==> config.mk <==
export PLATFORM = sky130hd
export DESIGN_NAME = bfpv_cordic
export DESIGN_NICKNAME = d
export VERILOG_FILES = /design/src/rtl/core/bfpv_pkg.sv /design/src/rtl/core/bfpv_cordic.sv
export SDC_FILE = /design/constraint.sdc
export NUM_CORES = 2
export LEC_CHECK = 0
export BUFFER_PORTS_ARGS = -buffer_cell sky130_fd_sc_hd__buf_4
export CAP_MARGIN = 5
export CORE_UTILIZATION = 25
export CTS_CLUSTER_SIZE = 28
export DETAILED_ROUTE_END_ITERATION = 6
export GPL_TIMING_DRIVEN = 0
export PLACE_DENSITY_LB_ADDON = 0.1
export REMOVE_ABC_BUFFERS = 1
export SYNTH_ARGS = -nofsm -noshare
export SYNTH_HDL_FRONTEND = slang
export SYNTH_SLANG_ARGS = --single-unit
==> constraint.sdc <==
create_clock -name aclk -period 14.1 [get_ports aclk]
set_clock_uncertainty 0.15 [all_clocks]
set_input_delay 2.115 -clock aclk [delete_from_list [all_inputs] [get_ports aclk]]
set_output_delay 2.115 -clock aclk [all_outputs]
set_load 0.01 [all_outputs]
==> src/rtl/core/bfpv_pkg.sv <==
`default_nettype none
package bfpv_pkg;

    localparam int CORDIC_STEPS = 16;
    localparam int ZW = 33;              // cordic angle, Q.30
    localparam int XW = 34;              // cordic x / y, Q.30
    localparam int CW = 32;              // cos / sin fed to the multipliers

    localparam logic signed [XW-1:0] CORDIC_K    = 34'sd652032874;
    localparam logic signed [34:0]   PI_Q30      = 35'sd3373259426;
    localparam logic signed [34:0]   HALF_PI_Q30 = 35'sd1686629713;
    localparam logic signed [16:0]   PI_Q12      = 17'sd12868;
    localparam logic signed [16:0]   TWO_PI_Q12  = 17'sd25736;

    localparam logic [15:0] GAIN_HORIZONTAL_RST = 16'd11796;
    localparam logic [15:0] GAIN_VERTICAL_RST   = 16'd26214;
    localparam logic [15:0] GAIN_HEADING_RST    = 16'd13107;

    typedef enum logic [1:0] {
        REG_GAIN_HORIZONTAL = 2'd0,
        REG_GAIN_VERTICAL   = 2'd1,
        REG_GAIN_HEADING    = 2'd2
    } cfg_reg_t;

    function automatic logic signed [ZW-1:0] atan_q30(input int unsigned i);
        logic signed [ZW-1:0] a;
        case (i)
            0:       a = 33'sd843314856;
            1:       a = 33'sd497837829;
            2:       a = 33'sd263043836;
            3:       a = 33'sd133525158;
            4:       a = 33'sd67021686;
            5:       a = 33'sd33543515;
            6:       a = 33'sd16775850;
            7:       a = 33'sd8388437;
            8:       a = 33'sd4194282;
            9:       a = 33'sd2097149;
            10:      a = 33'sd1048575;
            11:      a = 33'sd524287;
            12:      a = 33'sd262143;
            13:      a = 33'sd131071;
            14:      a = 33'sd65535;
            default: a = 33'sd32767;
        endcase
        return a;
    endfunction

endpackage
`default_nettype wire

==> src/rtl/core/bfpv_cordic.sv <==
`default_nettype none
module bfpv_cordic
    import bfpv_pkg::*;
(
    input  wire logic                        aclk,
    input  wire logic [CORDIC_STEPS-1:0]     ld,      // bit j loads iteration j
    input  wire logic signed [ZW-1:0]        z_in,
    output logic signed [XW-1:0]             x_out,
    output logic signed [XW-1:0]             y_out
);

    logic signed [XW-1:0] x_reg [CORDIC_STEPS];
    logic signed [XW-1:0] y_reg [CORDIC_STEPS];
    logic signed [ZW-1:0] z_reg [CORDIC_STEPS];

    for (genvar j = 0; j < CORDIC_STEPS; j++) begin : g_iter
        localparam logic signed [ZW-1:0] ATAN = atan_q30(j);
        logic signed [XW-1:0] xp, yp, x_next, y_next;
        logic signed [ZW-1:0] zp, z_next;

        if (j == 0) begin : g_first
            assign xp = CORDIC_K;
            assign yp = '0;
            assign zp = z_in;
        end else begin : g_rest
            assign xp = x_reg[j-1];
            assign yp = y_reg[j-1];
            assign zp = z_reg[j-1];
        end

        always_comb begin
            if (!zp[ZW-1]) begin
                x_next = xp - (yp >>> j);
                y_next = yp + (xp >>> j);
                z_next = zp - ATAN;
            end else begin
                x_next = xp + (yp >>> j);
                y_next = yp - (xp >>> j);
                z_next = zp + ATAN;
            end
        end

        always_ff @(posedge aclk) begin
            if (ld[j]) begin
                x_reg[j] <= x_next;
                y_reg[j] <= y_next;
                z_reg[j] <= z_next;
            end
        end
    end

    assign x_out = x_reg[CORDIC_STEPS-1];
    assign y_out = y_reg[CORDIC_STEPS-1];

endmodule
`default_nettype wire

==> metrics.yaml <==
outcome:
  status: "complete, no violations"
sta:
  fin_crit_ps: 6200
  drv_slew: 0
  fmax_mhz: 161
  rsz0062_at_grt: "false"
  finalSetupViolCount: 0
  fin_crit_sh_pct: 44.0
  finalHoldViolations: 0
  worst_slew_pin_slew_ps: 1250
  setup_tns_ps: 0
  max-slew-margin-rel_pct: 15.2
logic_synthesis:
  ys_ff_latch: 1458
  yosysMostFrequentCell: "edfxtp_1"
  yosys.area.top_type: "edfxtp_1"
  ys_types: 94
  avgSynthCellArea_um2: 9.60
  async_reset_ff_share_pct: 0
  yosysTopAreaCellShare_pct: 35.7
  ys_top_cells_by_count: "1458 x edfxtp_1, 1425 x a21oi_1, 1415 x ha_1"
  synth.area.top_cells: "edfxtp_1 36%, ha_1 14%, xnor2_1 8.6%"
  yosysWarnings: 0
  syn-cell-area_um2: 123000
  ys.flop_type: "edfxtp_1"
  yosysSeqAreaShare_pct: 35.7
  synth_edf_count: 1458
  synthCells: 12800
die:
  core_area_um2: 487000
  die-area_um2: 493000
  rows: 256
  io_pins: 118
  start_util_pct: 25.2
  die_w_um: 702
  die_h_um: 702
hold_path:
  hold_start: "z_reg[0][165]$_DFFE_PP_"
  hold_class: "flop to flop"
setup_path:
  cp.arrival_ps: 6710
  start_kind: "flop"
  critPathKind: "flop to flop"
  required_ps: 14610
  cp_top_family: "simple AND/OR/NAND/NOR gates"
  worstPathCellList: "nor3_1, nor4b_1, nand2_1, nor4_1, a21oi_1, xnor2_1, ha_1, nand4_1, o41ai_1, o41ai_1, nor2_1, nor2_1, o21ai_0, a21oi_1, xnor2_1"
  worst_path_max_delay_cell: "nor4b_1"
  end_kind: "flop"
  cpPeakStageDelay_ps: 1050
  worstSetupStartpoint: "x_reg[1][44]$_DFFE_PP_"
  crit_buf_inv: 0
  cp_max_fo: 5
  r2r-start: "x_reg[1][44]$_DFFE_PP_"
detailed_routing:
  vias: 91900
  route.detailed.drc: 0
  drtIter0Drc: 4860
  wl_um: 359000
  drt_pass1_iterations: 6
  post_drt_wl_per_cell_um: 18.3
  drtAntennaViolNets: 0
  vias_per_cell: 4.69
global_route:
  gr-usage-all-layers_pct: 14.2
  grt_max_degree: 102
  gr-total-overflow: 0
  grt_pass1_vias: 92800
  antenna_found_initial: 7
  grt_pass1_wl_um: 558000
run:
  drv_cap: 0
placed_design:
  dp_hpwl_um: 291000
  globalplace.congestion: 0.812
  portBuffers: 117
clocking:
  cts_tree: "built"
  cts.reportedPaths.clkPinSlew_ps: 60
  cts_buffers: 200
  cts_sinks: 1458
  clock_latency_ps: 930
  post_cts_resized: 0
  clockBufferDepth: 4
  htreeDepth: 4
  cts_root_buffer: "clkbuf_16"
  postCtsHoldBufs: 0
  cts_setup_buffers: 0
finish:
  largest_reg_flops: 511
  finish.utilization_pct: 28.6
  layout-drive-gt1-share_pct: 4.62
  nFillCells: 51400
  layout.nets: 14500
  area_growth_pct: 13.6
## per-layer routing
| layer | GRT usage, % | up-vias | part of all wire [%] | wire [um] |
|---|---|---|---|---|
| met5 | 0 | - | 0 | 0 |
| met4 | 2.81 | 0 | 1.9 | 6790 |
| met3 | 1.25 | 332 | 2.3 | 8140 |
| met2 | 25.9 | 908 | 49 | 177000 |
| met1 | 18.2 | 42800 | 46 | 167000 |
| li1 | - | 47800 | - | - |
## worst paths after layout
kind / end / slack, ps / depth (start not counted)
worst min-delay path: z_reg[0][198]$_DFFE_PP_ / 270 / 0
worst max register to register: y_reg[1][100]$_DFFE_PP_ / 7900 / 15
worst max-delay path: y_reg[1][100]$_DFFE_PP_ / 7900 / 15
worst min register to register: z_reg[0][198]$_DFFE_PP_ / 270 / 0
## metrics by stage
stage / hold slack (ps) / area, um^2 / std cells / setup WS (ps)
2_1_floorplan: 250 / 122000 / 12600 / 8450
3_3_place_gp: 255 / 131000 / 19200 / 4900
3_5_place_dp: 255 / 133000 / 19200 / 7830
4_1_cts: 269 / 139000 / 19600 / 7840
5_1_grt: 278 / 139000 / 19600 / 7360
6_report: 269 / 139000 / 19600 / 7900
## area by class of cell
cell class / instances / area [um^2] / share of cell area (%)
multi-input cells: 10600 / 76200 / 54.7
well taps: 6450 / 8070 / 5.79
clock inverters: 128 / 1570 / 1.13
clock buffers: 240 / 5150 / 3.70
flip-flops and latches: 1458 / 43800 / 31.4
repair buffers: 177 / 2470 / 1.77
diodes: 2 / 5.00 / 0.00359
inverters: 561 / 2110 / 1.51
## layout by cell type (no fill, tap or decap), drive strengths merged, types with 176 or more instances in the layout
| cell | Yosys | layout |
|---|---|---|
| edfxtp | 1458 | 1458 |
| a21oi | 1426 | 1426 |
| ha | 1415 | 1415 |
| xnor2 | 1203 | 1203 |
| nor2 | 1165 | 1165 |
| a21o | 666 | 666 |
| o21ai | 645 | 645 |
| xor2 | 623 | 623 |
| nand2 | 591 | 591 |
| inv | 560 | 569 |
| nor3 | 349 | 349 |
| nand2b | 247 | 247 |
| clkbuf | 143 | 240 |
| o21a | 227 | 227 |
| nand3 | 203 | 203 |
| nor2b | 181 | 181 |
| buf | 28 | 176 |
## cell families after synthesis
logic type / Yosys count / share of synthesized area (%)
AOI/OAI and AO/OA: 3851 / 19.7
xor gates and xnor gates: 1826 / 13.0
adders and majority gates: 1459 / 15.2
buffers and inverters: 732 / 2.24
DFF: 1458 / 35.7
muxes: 112 / 0.964
and+or+nand+nor: 3347 / 13.2
Power is left out: the tool's default activity adds up to more than one toggle a clock period on the data nets, which glitch-free logic cannot reach.
